**src/rtl/pidpi_pkg.sv**
```systemverilog
// Package for the PID controller: widths, register indexes, mode codes,
// configuration and stage-control structs. No dependencies.
`timescale 1ns / 1ps
`default_nettype none

package pidpi_pkg;

	// Default sample width and fraction bits of gains and accumulators
	localparam int DATA_WIDTH_DEF = 16;
	localparam int FRAC_BITS_DEF  = 12;

	// Fixed register widths
	localparam int GAIN_W     = 24;
	localparam int LIM_W      = 15;
	localparam int CFG_IDX_W  = 3;
	localparam int CFG_DATA_W = 24;

	// Register indexes
	localparam logic [CFG_IDX_W-1:0] IDX_MODE      = 3'd0;
	localparam logic [CFG_IDX_W-1:0] IDX_GAIN_P    = 3'd1;
	localparam logic [CFG_IDX_W-1:0] IDX_GAIN_I    = 3'd2;
	localparam logic [CFG_IDX_W-1:0] IDX_GAIN_D    = 3'd3;
	localparam logic [CFG_IDX_W-1:0] IDX_OUT_LIMIT = 3'd4;
	localparam logic [CFG_IDX_W-1:0] IDX_INT_LIMIT = 3'd5;

	// Controller modes
	localparam logic MODE_POS = 1'b0;
	localparam logic MODE_INC = 1'b1;

	// Reset value of both limits
	localparam logic [LIM_W-1:0] LIMIT_RESET = 15'h7FFF;

	typedef struct packed {
		logic                     mode;
		logic signed [GAIN_W-1:0] gain_p;
		logic signed [GAIN_W-1:0] gain_i;
		logic signed [GAIN_W-1:0] gain_d;
		logic [LIM_W-1:0]         out_limit;
		logic [LIM_W-1:0]         int_limit;
	} cfg_t;

	// en: the stage may load this cycle; valid: the stage upstream holds an item
	typedef struct packed {
		logic en;
		logic valid;
	} stage_ctl_t;

endpackage

`default_nettype wire

```
**src/rtl/pidpi_in_if.sv**
```systemverilog
// Sample channel: valid/ready handshake carrying setpoint and measured value.
// Depends on pidpi_pkg for the default width.
`timescale 1ns / 1ps
`default_nettype none

interface pidpi_in_if #(
	parameter int DW = pidpi_pkg::DATA_WIDTH_DEF
) ();
	logic                 valid;
	logic                 ready;
	logic signed [DW-1:0] setpoint;
	logic signed [DW-1:0] measured;

	modport source (output valid, output setpoint, output measured, input ready);
	modport sink (input valid, input setpoint, input measured, output ready);
endinterface

`default_nettype wire

```
**src/rtl/pidpi_out_if.sv**
```systemverilog
// Result channel: valid/ready handshake carrying drive and saturation flag.
// Depends on pidpi_pkg for the default width.
`timescale 1ns / 1ps
`default_nettype none

interface pidpi_out_if #(
	parameter int DW = pidpi_pkg::DATA_WIDTH_DEF
) ();
	logic                 valid;
	logic                 ready;
	logic signed [DW-1:0] drive;
	logic                 out_saturated;

	modport source (output valid, output drive, output out_saturated, input ready);
	modport sink (input valid, input drive, input out_saturated, output ready);
endinterface

`default_nettype wire

```
**src/rtl/pid_positional_incremental.sv**
```systemverilog
// Top level of the positional / incremental PID controller.
// Depends on pidpi_pkg, pidpi_in_if, pidpi_out_if, pidpi_cfg, pidpi_err,
// pidpi_mul and pidpi_acc.
//
//   port       direction  payload                       handshake
//   sample     in         setpoint, measured            valid / ready
//   result     out        drive, out_saturated          valid / ready
//   cfg_*      in         cfg_index, cfg_wdata          cfg_we, no back-pressure
//
// One transaction is accepted per clock unless the pipe is full behind a stalled result;
// four register stages (error, multiply, integral, output accumulator) carry it to the
// port. The integral and output accumulators each feed their own register back to their sum.
// Each stage loads whenever it is empty or the next stage moves, so a stalled
// result holds only its own register and bubbles behind it still fill.
// Reset clears the error history, accumulators and stage valids, and resets the configuration.
`timescale 1ns / 1ps
`default_nettype none

module pid_positional_incremental #(
	parameter int DATA_WIDTH = pidpi_pkg::DATA_WIDTH_DEF,
	parameter int FRAC_BITS  = pidpi_pkg::FRAC_BITS_DEF
) (
	input  wire logic                             clk,
	input  wire logic                             arst_n,
	input  wire logic                             cfg_we,
	input  wire logic [pidpi_pkg::CFG_IDX_W-1:0]  cfg_index,
	input  wire logic [pidpi_pkg::CFG_DATA_W-1:0] cfg_wdata,
	pidpi_in_if.sink                              sample,
	pidpi_out_if.source                           result
);

	localparam int PW = pidpi_pkg::GAIN_W + DATA_WIDTH + 3;

	pidpi_pkg::cfg_t       cfg;
	pidpi_pkg::stage_ctl_t ctl_s1;
	pidpi_pkg::stage_ctl_t ctl_s2;
	pidpi_pkg::stage_ctl_t ctl_s3;
	pidpi_pkg::stage_ctl_t ctl_s4;

	logic                         valid_s1;
	logic                         valid_s2;
	logic                         valid_s3;
	logic                         valid_q;
	logic signed [DATA_WIDTH+1:0] op_p_s1;
	logic signed [DATA_WIDTH:0]   op_i_s1;
	logic signed [DATA_WIDTH+2:0] op_d_s1;
	logic signed [PW-1:0]         prod_p_s2;
	logic signed [PW-1:0]         prod_i_s2;
	logic signed [PW-1:0]         prod_d_s2;
	logic signed [DATA_WIDTH-1:0] drive_q;
	logic                         sat_q;

	// Stage enables: load when empty or when the next stage advances
	always_comb begin
		ctl_s4.en    = !valid_q || result.ready;
		ctl_s4.valid = valid_s3;
		ctl_s3.en    = !valid_s3 || ctl_s4.en;
		ctl_s3.valid = valid_s2;
		ctl_s2.en    = !valid_s2 || ctl_s3.en;
		ctl_s2.valid = valid_s1;
		ctl_s1.en    = !valid_s1 || ctl_s2.en;
		ctl_s1.valid = sample.valid;
	end

	assign sample.ready         = ctl_s1.en;
	assign result.valid         = valid_q;
	assign result.drive         = drive_q;
	assign result.out_saturated = sat_q;

	pidpi_cfg u_cfg (
		.clk       (clk),
		.arst_n    (arst_n),
		.cfg_we    (cfg_we),
		.cfg_index (cfg_index),
		.cfg_wdata (cfg_wdata),
		.cfg       (cfg)
	);

	pidpi_err #(.DW(DATA_WIDTH)) u_err (
		.clk      (clk),
		.arst_n   (arst_n),
		.ctl      (ctl_s1),
		.mode     (cfg.mode),
		.setpoint (sample.setpoint),
		.measured (sample.measured),
		.valid_s1 (valid_s1),
		.op_p_s1  (op_p_s1),
		.op_i_s1  (op_i_s1),
		.op_d_s1  (op_d_s1)
	);

	pidpi_mul #(.DW(DATA_WIDTH)) u_mul (
		.clk       (clk),
		.arst_n    (arst_n),
		.ctl       (ctl_s2),
		.cfg       (cfg),
		.op_p_s1   (op_p_s1),
		.op_i_s1   (op_i_s1),
		.op_d_s1   (op_d_s1),
		.valid_s2  (valid_s2),
		.prod_p_s2 (prod_p_s2),
		.prod_i_s2 (prod_i_s2),
		.prod_d_s2 (prod_d_s2)
	);

	pidpi_acc #(.DW(DATA_WIDTH), .FB(FRAC_BITS)) u_acc (
		.clk       (clk),
		.arst_n    (arst_n),
		.ctl_s3    (ctl_s3),
		.ctl_s4    (ctl_s4),
		.cfg       (cfg),
		.prod_p_s2 (prod_p_s2),
		.prod_i_s2 (prod_i_s2),
		.prod_d_s2 (prod_d_s2),
		.valid_s3  (valid_s3),
		.valid_q   (valid_q),
		.drive_q   (drive_q),
		.sat_q     (sat_q)
	);

endmodule

`default_nettype wire

```
**src/rtl/pidpi_cfg.sv**
```systemverilog
// Configuration register file of the PID controller.
// Depends on pidpi_pkg (cfg_t, register indexes).
`timescale 1ns / 1ps
`default_nettype none

module pidpi_cfg (
	input  wire logic                                clk,
	input  wire logic                                arst_n,
	input  wire logic                                cfg_we,
	input  wire logic [pidpi_pkg::CFG_IDX_W-1:0]     cfg_index,
	input  wire logic [pidpi_pkg::CFG_DATA_W-1:0]    cfg_wdata,
	output pidpi_pkg::cfg_t                          cfg
);

	pidpi_pkg::cfg_t cfg_q;

	// Decode the write index; unknown indexes are dropped
	always_ff @(posedge clk or negedge arst_n) begin
		if (!arst_n) begin
			cfg_q.mode      <= pidpi_pkg::MODE_POS;
			cfg_q.gain_p    <= '0;
			cfg_q.gain_i    <= '0;
			cfg_q.gain_d    <= '0;
			cfg_q.out_limit <= pidpi_pkg::LIMIT_RESET;
			cfg_q.int_limit <= pidpi_pkg::LIMIT_RESET;
		end else if (cfg_we) begin
			unique case (cfg_index)
				pidpi_pkg::IDX_MODE:      cfg_q.mode      <= cfg_wdata[0];
				pidpi_pkg::IDX_GAIN_P:    cfg_q.gain_p    <= $signed(cfg_wdata);
				pidpi_pkg::IDX_GAIN_I:    cfg_q.gain_i    <= $signed(cfg_wdata);
				pidpi_pkg::IDX_GAIN_D:    cfg_q.gain_d    <= $signed(cfg_wdata);
				pidpi_pkg::IDX_OUT_LIMIT: cfg_q.out_limit <= cfg_wdata[pidpi_pkg::LIM_W-1:0];
				pidpi_pkg::IDX_INT_LIMIT: cfg_q.int_limit <= cfg_wdata[pidpi_pkg::LIM_W-1:0];
				default: ;
			endcase
		end
	end

	assign cfg = cfg_q;

endmodule

`default_nettype wire

```
**src/rtl/pidpi_err.sv**
```systemverilog
// Error stage: forms the error, its differences against the error history,
// and registers the multiplier operands. Depends on pidpi_pkg.
`timescale 1ns / 1ps
`default_nettype none

module pidpi_err #(
	parameter int DW = pidpi_pkg::DATA_WIDTH_DEF
) (
	input  wire logic                     clk,
	input  wire logic                     arst_n,
	input  wire pidpi_pkg::stage_ctl_t    ctl,
	input  wire logic                     mode,
	input  wire logic signed [DW-1:0]     setpoint,
	input  wire logic signed [DW-1:0]     measured,
	output logic                          valid_s1,
	output logic signed [DW+1:0]          op_p_s1,
	output logic signed [DW:0]            op_i_s1,
	output logic signed [DW+2:0]          op_d_s1
);

	localparam int EW  = DW + 1;
	localparam int D1W = DW + 2;
	localparam int D2W = DW + 3;

	logic signed [EW-1:0]  err;
	logic signed [D1W-1:0] diff1;
	logic signed [D2W-1:0] diff2;
	logic signed [EW-1:0]  err1_q;
	logic signed [EW-1:0]  err2_q;
	logic                  take;

	assign take = ctl.en && ctl.valid;

	// Error and its first and second differences
	always_comb begin
		err   = EW'(setpoint) - EW'(measured);
		diff1 = D1W'(err) - D1W'(err1_q);
		diff2 = D2W'(err) - (D2W'(err1_q) <<< 1) + D2W'(err2_q);
	end

	// Shift the error history on every accepted transaction
	always_ff @(posedge clk or negedge arst_n) begin
		if (!arst_n) begin
			err1_q <= '0;
			err2_q <= '0;
		end else if (take) begin
			err1_q <= err;
			err2_q <= err1_q;
		end
	end

	always_ff @(posedge clk or negedge arst_n) begin
		if (!arst_n) begin
			valid_s1 <= 1'b0;
		end else if (ctl.en) begin
			valid_s1 <= ctl.valid;
		end
	end

	// Pick the operands of each gain by mode
	always_ff @(posedge clk) begin
		if (take) begin
			op_i_s1 <= err;
			op_p_s1 <= (mode == pidpi_pkg::MODE_INC) ? diff1 : D1W'(err);
			op_d_s1 <= (mode == pidpi_pkg::MODE_INC) ? diff2 : D2W'(diff1);
		end
	end

endmodule

`default_nettype wire

```
**src/rtl/pidpi_mul.sv**
```systemverilog
// Multiplier stage: three gain products, registered.
// Depends on pidpi_pkg (cfg_t, gain width).
`timescale 1ns / 1ps
`default_nettype none

module pidpi_mul #(
	parameter int DW = pidpi_pkg::DATA_WIDTH_DEF,
	localparam int PW = pidpi_pkg::GAIN_W + DW + 3
) (
	input  wire logic                  clk,
	input  wire logic                  arst_n,
	input  wire pidpi_pkg::stage_ctl_t ctl,
	input  wire pidpi_pkg::cfg_t       cfg,
	input  wire logic signed [DW+1:0]  op_p_s1,
	input  wire logic signed [DW:0]    op_i_s1,
	input  wire logic signed [DW+2:0]  op_d_s1,
	output logic                       valid_s2,
	output logic signed [PW-1:0]       prod_p_s2,
	output logic signed [PW-1:0]       prod_i_s2,
	output logic signed [PW-1:0]       prod_d_s2
);

	logic signed [PW-1:0] mul_p;
	logic signed [PW-1:0] mul_i;
	logic signed [PW-1:0] mul_d;

	// Products are exact in PW bits
	always_comb begin
		mul_p = PW'(cfg.gain_p) * PW'(op_p_s1);
		mul_i = PW'(cfg.gain_i) * PW'(op_i_s1);
		mul_d = PW'(cfg.gain_d) * PW'(op_d_s1);
	end

	always_ff @(posedge clk or negedge arst_n) begin
		if (!arst_n) begin
			valid_s2 <= 1'b0;
		end else if (ctl.en) begin
			valid_s2 <= ctl.valid;
		end
	end

	always_ff @(posedge clk) begin
		if (ctl.en && ctl.valid) begin
			prod_p_s2 <= mul_p;
			prod_i_s2 <= mul_i;
			prod_d_s2 <= mul_d;
		end
	end

endmodule

`default_nettype wire

```
**src/rtl/pidpi_acc.sv**
```systemverilog
// Accumulator stages: integral clamp and sum, then output accumulator,
// output clamp, truncation and result register. Depends on pidpi_pkg.
`timescale 1ns / 1ps
`default_nettype none

module pidpi_acc #(
	parameter int DW = pidpi_pkg::DATA_WIDTH_DEF,
	parameter int FB = pidpi_pkg::FRAC_BITS_DEF,
	localparam int PW = pidpi_pkg::GAIN_W + DW + 3
) (
	input  wire logic                  clk,
	input  wire logic                  arst_n,
	input  wire pidpi_pkg::stage_ctl_t ctl_s3,
	input  wire pidpi_pkg::stage_ctl_t ctl_s4,
	input  wire pidpi_pkg::cfg_t       cfg,
	input  wire logic signed [PW-1:0]  prod_p_s2,
	input  wire logic signed [PW-1:0]  prod_i_s2,
	input  wire logic signed [PW-1:0]  prod_d_s2,
	output logic                       valid_s3,
	output logic                       valid_q,
	output logic signed [DW-1:0]       drive_q,
	output logic                       sat_q
);

	localparam int LW = pidpi_pkg::LIM_W;
	localparam int AW = LW + FB + 1;
	localparam int SW = PW + 3;
	localparam int CW = (DW - 1 > LW) ? DW - 1 : LW;
	localparam logic [CW-1:0] DMAX = CW'((64'd1 << (DW - 1)) - 64'd1);
	localparam logic [AW:0]   RND  = (AW + 1)'((64'd1 << FB) - 64'd1);

	logic signed [AW-1:0] ilim;
	logic signed [AW-1:0] olim;
	logic [CW-1:0]        olim_w;
	logic [LW-1:0]        olim_int;
	logic signed [SW-1:0] isum;
	logic signed [SW-1:0] pi_w;
	logic signed [AW-1:0] integ_pos;
	logic signed [AW-1:0] integ_inc;
	logic signed [AW-1:0] integ_nx;
	logic signed [AW-1:0] integ_q;
	logic signed [SW-1:0] sum_nx;
	logic signed [SW-1:0] sum_s3;
	logic signed [SW-1:0] acc;
	logic signed [AW-1:0] acc_clamp;
	logic                 acc_sat;
	logic signed [AW:0]   acc_adj;
	logic signed [AW-1:0] out_acc_q;

	// Limits in accumulator format; the drive bound also fits the drive field
	always_comb begin
		olim_w   = CW'(cfg.out_limit);
		olim_int = LW'((olim_w > DMAX) ? DMAX : olim_w);
		ilim     = {1'b0, cfg.int_limit, {FB{1'b0}}};
		olim     = {1'b0, olim_int, {FB{1'b0}}};
	end

	// Integral term: accumulate and clamp, or clamp the new term alone
	always_comb begin
		pi_w = SW'(prod_i_s2);
		isum = SW'(integ_q) + pi_w;
		if (isum > SW'(ilim)) begin
			integ_pos = ilim;
		end else if (isum < -SW'(ilim)) begin
			integ_pos = -ilim;
		end else begin
			integ_pos = AW'(isum);
		end
		if (pi_w > SW'(ilim)) begin
			integ_inc = ilim;
		end else if (pi_w < -SW'(ilim)) begin
			integ_inc = -ilim;
		end else begin
			integ_inc = AW'(pi_w);
		end
		integ_nx = (cfg.mode == pidpi_pkg::MODE_INC) ? integ_inc : integ_pos;
		sum_nx   = SW'(prod_p_s2) + SW'(prod_d_s2) + SW'(integ_nx);
	end

	always_ff @(posedge clk or negedge arst_n) begin
		if (!arst_n) begin
			integ_q  <= '0;
			valid_s3 <= 1'b0;
		end else if (ctl_s3.en) begin
			valid_s3 <= ctl_s3.valid;
			if (ctl_s3.valid) begin
				integ_q <= integ_nx;
			end
		end
	end

	always_ff @(posedge clk) begin
		if (ctl_s3.en && ctl_s3.valid) begin
			sum_s3 <= sum_nx;
		end
	end

	// Output accumulator: add the previous drive in incremental mode, then clamp
	always_comb begin
		acc = sum_s3 + ((cfg.mode == pidpi_pkg::MODE_INC) ? SW'(out_acc_q) : '0);
		acc_sat = 1'b0;
		if (acc > SW'(olim)) begin
			acc_clamp = olim;
			acc_sat   = 1'b1;
		end else if (acc < -SW'(olim)) begin
			acc_clamp = -olim;
			acc_sat   = 1'b1;
		end else begin
			acc_clamp = AW'(acc);
		end
		// Truncate toward zero: bias negative values before the shift
		acc_adj = (AW + 1)'(acc_clamp) + (acc_clamp[AW-1] ? RND : '0);
	end

	always_ff @(posedge clk or negedge arst_n) begin
		if (!arst_n) begin
			out_acc_q <= '0;
			valid_q   <= 1'b0;
		end else if (ctl_s4.en) begin
			valid_q <= ctl_s4.valid;
			if (ctl_s4.valid) begin
				out_acc_q <= acc_clamp;
			end
		end
	end

	always_ff @(posedge clk) begin
		if (ctl_s4.en && ctl_s4.valid) begin
			drive_q <= DW'(acc_adj >>> FB);
			sat_q   <= acc_sat;
		end
	end

endmodule

`default_nettype wire

```
**src/flat_wrapper.sv**
```systemverilog
// flat-port wrapper written by rule: the top's interface ports become plain ports
module pid_positional_incremental_flat 
#(
	parameter int DATA_WIDTH = pidpi_pkg::DATA_WIDTH_DEF,
	parameter int FRAC_BITS  = pidpi_pkg::FRAC_BITS_DEF
)
  (clk, arst_n, cfg_we, cfg_index, cfg_wdata, sample_valid, sample_setpoint, sample_measured, sample_ready, result_valid, result_drive, result_out_saturated, result_ready);
  pidpi_in_if sample_i ();
  pidpi_out_if result_i ();
  input  wire logic clk;
  input  wire logic arst_n;
  input  wire logic cfg_we;
  input  wire logic [pidpi_pkg::CFG_IDX_W-1:0] cfg_index;
  input  wire logic [pidpi_pkg::CFG_DATA_W-1:0] cfg_wdata;
  input wire logic [$bits(sample_i.valid)-1:0] sample_valid;
  input wire logic [$bits(sample_i.setpoint)-1:0] sample_setpoint;
  input wire logic [$bits(sample_i.measured)-1:0] sample_measured;
  output wire logic [$bits(sample_i.ready)-1:0] sample_ready;
  output wire logic [$bits(result_i.valid)-1:0] result_valid;
  output wire logic [$bits(result_i.drive)-1:0] result_drive;
  output wire logic [$bits(result_i.out_saturated)-1:0] result_out_saturated;
  input wire logic [$bits(result_i.ready)-1:0] result_ready;
  assign sample_i.valid = sample_valid;
  assign sample_i.setpoint = sample_setpoint;
  assign sample_i.measured = sample_measured;
  assign sample_ready = sample_i.ready;
  assign result_valid = result_i.valid;
  assign result_drive = result_i.drive;
  assign result_out_saturated = result_i.out_saturated;
  assign result_i.ready = result_ready;
  pid_positional_incremental #(.DATA_WIDTH(DATA_WIDTH), .FRAC_BITS(FRAC_BITS)) u_core (.clk(clk), .arst_n(arst_n), .cfg_we(cfg_we), .cfg_index(cfg_index), .cfg_wdata(cfg_wdata), .sample(sample_i), .result(result_i));
endmodule
```
**config.mk**
```make
export PLATFORM = sky130hd
export DESIGN_NAME = pid_positional_incremental_flat
export DESIGN_NICKNAME = d
export VERILOG_FILES = /design/src/rtl/pidpi_pkg.sv /design/src/rtl/pidpi_in_if.sv /design/src/rtl/pidpi_out_if.sv /design/src/rtl/pid_positional_incremental.sv /design/src/rtl/pidpi_cfg.sv /design/src/rtl/pidpi_err.sv /design/src/rtl/pidpi_mul.sv /design/src/rtl/pidpi_acc.sv /design/src/flat_wrapper.sv
export SDC_FILE = /design/constraint.sdc
export NUM_CORES = 2
export LEC_CHECK = 0
export BUFFER_PORTS_ARGS = -buffer_cell sky130_fd_sc_hd__buf_2
export CAP_MARGIN = 20
export CORE_AREA = 2 2 508 510
export CTS_CLUSTER_SIZE = 10
export DETAILED_ROUTE_END_ITERATION = 10
export DIE_AREA = 0 0 510 512
export PLACE_DENSITY = 0.54
export SYNTH_ARGS = -nofsm -noshare
export SYNTH_HDL_FRONTEND = slang
export SYNTH_SLANG_ARGS = --single-unit
export TNS_END_PERCENT = 20
```
**constraint.sdc**
```tcl
create_clock -name clk -period 13.2 [get_ports clk]
set_input_delay 1.32 -clock clk [delete_from_list [all_inputs] [get_ports clk]]
set_output_delay 1.32 -clock clk [all_outputs]
set_load 0.01 [all_outputs]
```
# == Word level (Yosys, flattened, before mapping) ==
# Index checks and enable logic that the tools add are counted.
# word_totals
mem_bits_ro,0
output_inout_bits,19
memories,0
wordCells,85
in_bits,64
reg_bits,440
latch_bits,0
mem_bits_rw,0
# op_classes
mux,13
order_cmp,7
n_eq_ne,5
div,0
n_shift,0
multipliers,3
bitwise_logic,0
n_reduce_logical,21
add_sub_neg,13
# op_table
op,count
2-to-1 mux 28 bit,7
negation 27 -> 46 bit,2
negation 27 -> 28 bit,2
adder 46 bit,1
> comparator 46 x 28 -> 1 bit,1
< comparator 41 x 46 -> 1 bit,1
< comparator 42 x 46 -> 1 bit,1
< comparator 46 bit,1
2-to-1 mux 46 bit,1
adder 44 x 28 -> 45 bit,1
adder 42 x 43 -> 44 bit,1
multiplier 24 x 19 -> 43 bit,1
adder 28 x 41 -> 42 bit,1
> comparator 42 x 28 -> 1 bit,1
multiplier 24 x 18 -> 42 bit,1
> comparator 41 x 28 -> 1 bit,1
multiplier 24 x 17 -> 41 bit,1
adder 28 x 13 -> 28 bit,1
adder 19 x 17 -> 19 bit,1
2-to-1 mux 19 bit,1
subtractor 17 x 18 -> 19 bit,1
2-to-1 mux 18 bit,1
subtractor 17 x 17 -> 18 bit,1
subtractor 16 x 16 -> 17 bit,1
12 further kinds,30

# == Longest topological paths before layout ==
# depth
depth_word,8
depth_mapped,46
depth_no_buf,46

# == Hierarchy ==
# From an unflattened synthesis, not the netlist that was laid out.
# hier_totals
hier_cells,8389
area_unflattened_um2,78629.2
# by_module_without_submodules
module,instances,seq_area_each_um2,area_per_inst_um2,cells_each
pidpi_mul,1,3808.7,50068.0,5327
pidpi_acc,1,3313.2,18412.7,2231
pidpi_err,1,2497.4,6097.1,603
pidpi_cfg,1,2615.0,4018.9,223
pid_positional_incremental,1,0.0,32.5,5

# == Worst setup path before layout ==
# OpenSTA, ideal clock, no wires.
# synth_timing
path_kind,register to register
startpoint,reg u_core.u_mul.prod_i_s2[0]
endpoint,"reg u_core.u_acc.sum_s3[43], data pin"
setup_ns,0.259
synth_period_minus_slack_ns,9.676
path_buffers,0
setup_slack_ns,3.524
t_required_ns,12.941
t_arrival_ns,9.417
path_stages_with_launch,41
path_cell_list,edfxtp_1 > ha_1 > inv_1 > fa_1 > nor2b_1 > o31a_1 > o211ai_1 > a211oi_1 > a211o_1 > a41o_1 > nor2b_1 > o21ai_0 > mux2i_1 > nor4_1 > inv_1 > ha_1 > nand3_1 > or2_2 > [... 5 more ...] > fa_1 > inv_1 > ha_1 > a21o_1 > a21oi_1 > o21ai_0 > a21o_1 > a22o_1 > o41ai_1 > a211oi_1 > nor2_1 > o211ai_1 > or4_1 > nand3_1 > and4b_1 > nor4_1 > o41a_1 > o31a_1
# synth_via
elab_chain_len,6
elab_cells_between_ends,11
classes_between,2 x add/sub; 4 x order compare; 5 x mux
# synth_lines
item,line,text
"start, declared",pidpi_mul.sv:19,"output logic signed [PW-1:0] prod_i_s2,"
"start signal, assigned",pidpi_mul.sv:45,prod_i_s2 <= mul_i;
adder 28 x 41 -> 42 bit,pidpi_acc.sv:61,isum = SW'(integ_q) + pi_w;
< comparator 42 x 46 -> 1 bit,pidpi_acc.sv:64,end else if (isum < -SW'(ilim)) begin
2-to-1 mux 28 bit,pidpi_acc.sv:64,
2-to-1 mux 28 bit,pidpi_acc.sv:62,if (isum > SW'(ilim)) begin
2-to-1 mux 28 bit *,pidpi_acc.sv:76,integ_nx = (cfg.mode == pidpi_pkg::MODE_INC) ? integ_inc : integ_pos;
adder 44 x 28 -> 45 bit *,pidpi_acc.sv:77,sum_nx = SW'(prod_p_s2) + SW'(prod_d_s2) + SW'(integ_nx);
named net u_core.u_acc.sum_nx[43],pidpi_acc.sv:42,logic signed [SW-1:0] sum_nx;
"end signal, assigned",pidpi_acc.sv:94,sum_s3 <= sum_nx;
"end, declared",pidpi_acc.sv:43,logic signed [SW-1:0] sum_s3;
# Mark *: on every way through the listed nets, which the timed path passes. The rest lies on a longest branch.
# A chain may end at the register's enable or synchronous reset.

# == Final worst setup path ==
# layout_timing
startpoint,reg u_core.u_mul.prod_i_s2[13]
endpoint,"reg u_core.u_acc.sum_s3[43], data pin"
# Same word-level chain as after synthesis.

==> flow_summary.yaml <==
sta:
  period_needed_ns: 11.52
  finClkSkew_ns: 0.04594
  tightest_slew_ns: 1.165
  setup_viol: 0
  max_slew_margin_pct: 22.35
  fmax_ghz: 0.08677
  rsz0062_at_grt: "no"
  slew_violations: 0
  setup_tns_ns: 0
  hold_viol_final: 0
  finalCritPeriodShare_pct: 87.31
setup_path:
  crit_start: "u_core.u_mul.prod_i_s2[13]"
  timing.rr.end: "u_core.u_acc.sum_s3[43]"
  reg2reg_from: "u_core.u_mul.prod_i_s2[13]"
  path_max_fanout: 23
  end_kind: "flop"
  r2r_setup_slack_ns: 1.68
  cp-endpoint: "u_core.u_acc.sum_s3[43]"
  worst-setup-path-type: "flop to flop"
  cp-start-kind: "flop"
  worstPathArrival_ns: 11.94
  required_ns: 13.61
  cpMaxStageDelayCell: "a211oi_1"
  slowest_delay_ns: 0.62
  worst-r2r-cell-count: 44
yosys:
  synth_cell_types: 89
  synth_area_sq_mm: 0.07642
  async_flop_share_pct: 44.87
  syn_nets: 10210
  syn_avg_cell_area_sq_um: 9.386
  synth_edf_count: 242
  ys_warn_count: 0
  synth_seq_cells: 439
  seq_area_frac_synth_pct: 16.01
  synth_ff_type: "edfxtp_1"
  syn_inst: 8142
cts:
  cts_resized: 0
  hold_buffers: 0
  htree_levels: 2
  clk_pin_slew_ns: 0.06
  cts_buffers: 59
  root_buffer: "clkbuf_16"
  cts.path.max_buffers: 3
  worstSkewPairLatency_ns: 0.69
  postCtsSetupBuffers: 0
  cts_sinks: 439
  cts_tree: "built"
routing:
  drc_errors: 0
  avgViaCountPerCell: 4.817
  routed_wl_mm: 222.6
  drtPass1Iterations: 8
  wl_per_cell_microns: 19.34
  drt_iter0_markers: 3391
  dr_total_vias: 55440
  ant_nets: 0
floorplanning:
  dieArea_sq_mm: 0.2611
  dieHeight_microns: 512
  start_util_pct: 29.88
  io_pins: 83
  core_area_sq_mm: 0.2558
  row_count: 186
  die_w_microns: 510
flow_run:
  cap_violations: 0
layout:
  nFillCells: 26380
  drive_gt1_share_pct: 5.675
  final_cell_mix: "1631 x inv_1, 1345 x fa_1, 1061 x nand2_1"
  multi_input_area_sq_mm: 0.05689
  regArea_sq_mm: 0.01224
  nets: 10140
  area_delta_synth_final_pct: 8.235
  final_common_cell: "inv_1"
global_route:
  antenna_found_initial: 19
  overflow: 0
  grt_pass1_vias: 59500
  globalRouteTotalUtil_pct: 17.29
  grt_pass1_wl_mm: 350.2
  grt_max_degree: 88
hold_path:
  hold_class: "flop to flop"
  hold_path.startpoint: "u_core.u_acc.out_acc_q[16]"
  hold_depth: 2
placement:
  dpl.hpwl_mm: 178.4
  place.gp.congestion: 0.9018
  port_buffers: 82
outcome:
  outcome: "completed"
## through the flow
stage	hold WS (ns)	setup slack (ns)	utilization, %	instance area, sq um	cells
6_report	0.4736	1.675	32.34	82720	11510
3_5_place_dp	0.4634	1.787	31.57	80750	11400
5_1_grt	0.4908	1.174	32.34	82710	11510
3_3_place_gp	0.4574	1.304	31.55	80700	11390
4_1_cts	0.4758	1.727	32.33	82690	11510
2_1_floorplan	0.4402	3.524	-	76420	8142
## sequential cells by signal, summed over array words and instances, names as in the netlist
signal	cells
u_core.u_acc.sat_q	1
u_core.u_acc.valid_q	1
u_core.u_err.op_i_s1	17
u_core.u_err.err2_q	17
u_core.u_err.err1_q	17
u_core.u_mul.valid_s2	1
u_core.u_acc.valid_s3	1
u_core.u_acc.out_acc_q	28
u_core.u_mul.prod_p_s2	42
u_core.u_err.op_d_s1	19
u_core.u_err.op_p_s1	18
u_core.u_acc.sum_s3	45
u_core.u_mul.prod_d_s2	43
u_core.u_acc.drive_q	16
u_core.u_err.valid_s1	1
u_core.u_mul.prod_i_s2	41
u_core.u_cfg.cfg	103
u_core.u_acc.integ_q	28
## critical path, delay by kind of cell, from the launching register on
family	cells	cell delay (ns)
fa+ha+maj	5	1.79
buf+inv	3	0.55
simple gates	17	3.59
xor+xnor	1	0.38
flops	1	0.46
compound gates	18	4.49
## synth_stat cells, types with 9 or more instances
library cell	number	share of area, %
xnor2_1	228	2.6
o41ai_1	9	0.10
nor2b_1	53	0.43
nor3b_1	9	0.088
mux2_2	115	1.7
mux2i_1	33	0.43
edfxtp_1	242	9.5
nand4_1	58	0.47
xor2_1	77	0.88
o211ai_1	22	0.22
a41oi_1	11	0.13
o21a_1	45	0.44
and3_1	32	0.26
nand2b_1	100	0.82
fa_1	1345	35
a21o_1	139	1.4
nand2_1	1062	5.2
a31oi_1	28	0.23
a211oi_1	43	0.42
nor2_1	238	1.2
dfrtp_1	167	5.5
or3_1	16	0.13
o31ai_1	24	0.24
nor4_1	15	0.12
nand3_1	57	0.37
clkbuf_1	308	1.5
dfstp_2	30	1.0
ha_1	661	11
nor3_1	77	0.50
o21ai_0	262	1.7
inv_1	1632	8.0
a21oi_1	271	1.8
o21bai_1	33	0.32
a22oi_1	10	0.098
and4_1	11	0.13
and2_1	509	4.2
a21boi_0	21	0.21
## final cells by class
class                           count  area share, %
Multi-Input combinational cell   5746          68.77
Inverter                         1637          7.429
Timing Repair Buffer              191          1.534
Sequential cell                   439          14.80
Antenna cell                        2       0.006051
Clock inverter                     26         0.3358
Clock buffer                       84          2.010
Tap cell                         3384          5.119
## routing by layer
layer	GRT usage (%)	up-vias	routed length [microns]
met3	2.246	278	12220
met1	23.28	28400	97800
met5	0	-	90
met4	5.784	6	8308
met2	28.53	1448	104200
li1	-	25310	-
## worst min-delay path by stage
stage	end	slack, ns
2_1_floorplan	u_core.u_acc.out_acc_q[27]	0.44
3_3_place_gp	u_core.u_acc.out_acc_q[19]	0.46
3_5_place_dp	u_core.u_acc.out_acc_q[16]	0.46
4_1_cts	u_core.u_acc.out_acc_q[16]	0.48
5_1_grt	u_core.u_acc.out_acc_q[7]	0.49
6_report	u_core.u_acc.out_acc_q[16]	0.47
## cell families after synthesis
| group | share of synthesized area (%) |
|---|---|
| and+or+nand+nor | 14.32 |
| adders and majority gates | 46.07 |
| buffers and inverters | 9.632 |
| AOI/OAI and AO/OA | 8.351 |
| DFF | 16.01 |
| xor gates and xnor gates | 3.495 |
| muxes | 2.127 |
Power is not shown: default switching activity piles up to over one toggle a cycle in this logic, so the estimate is an artifact.
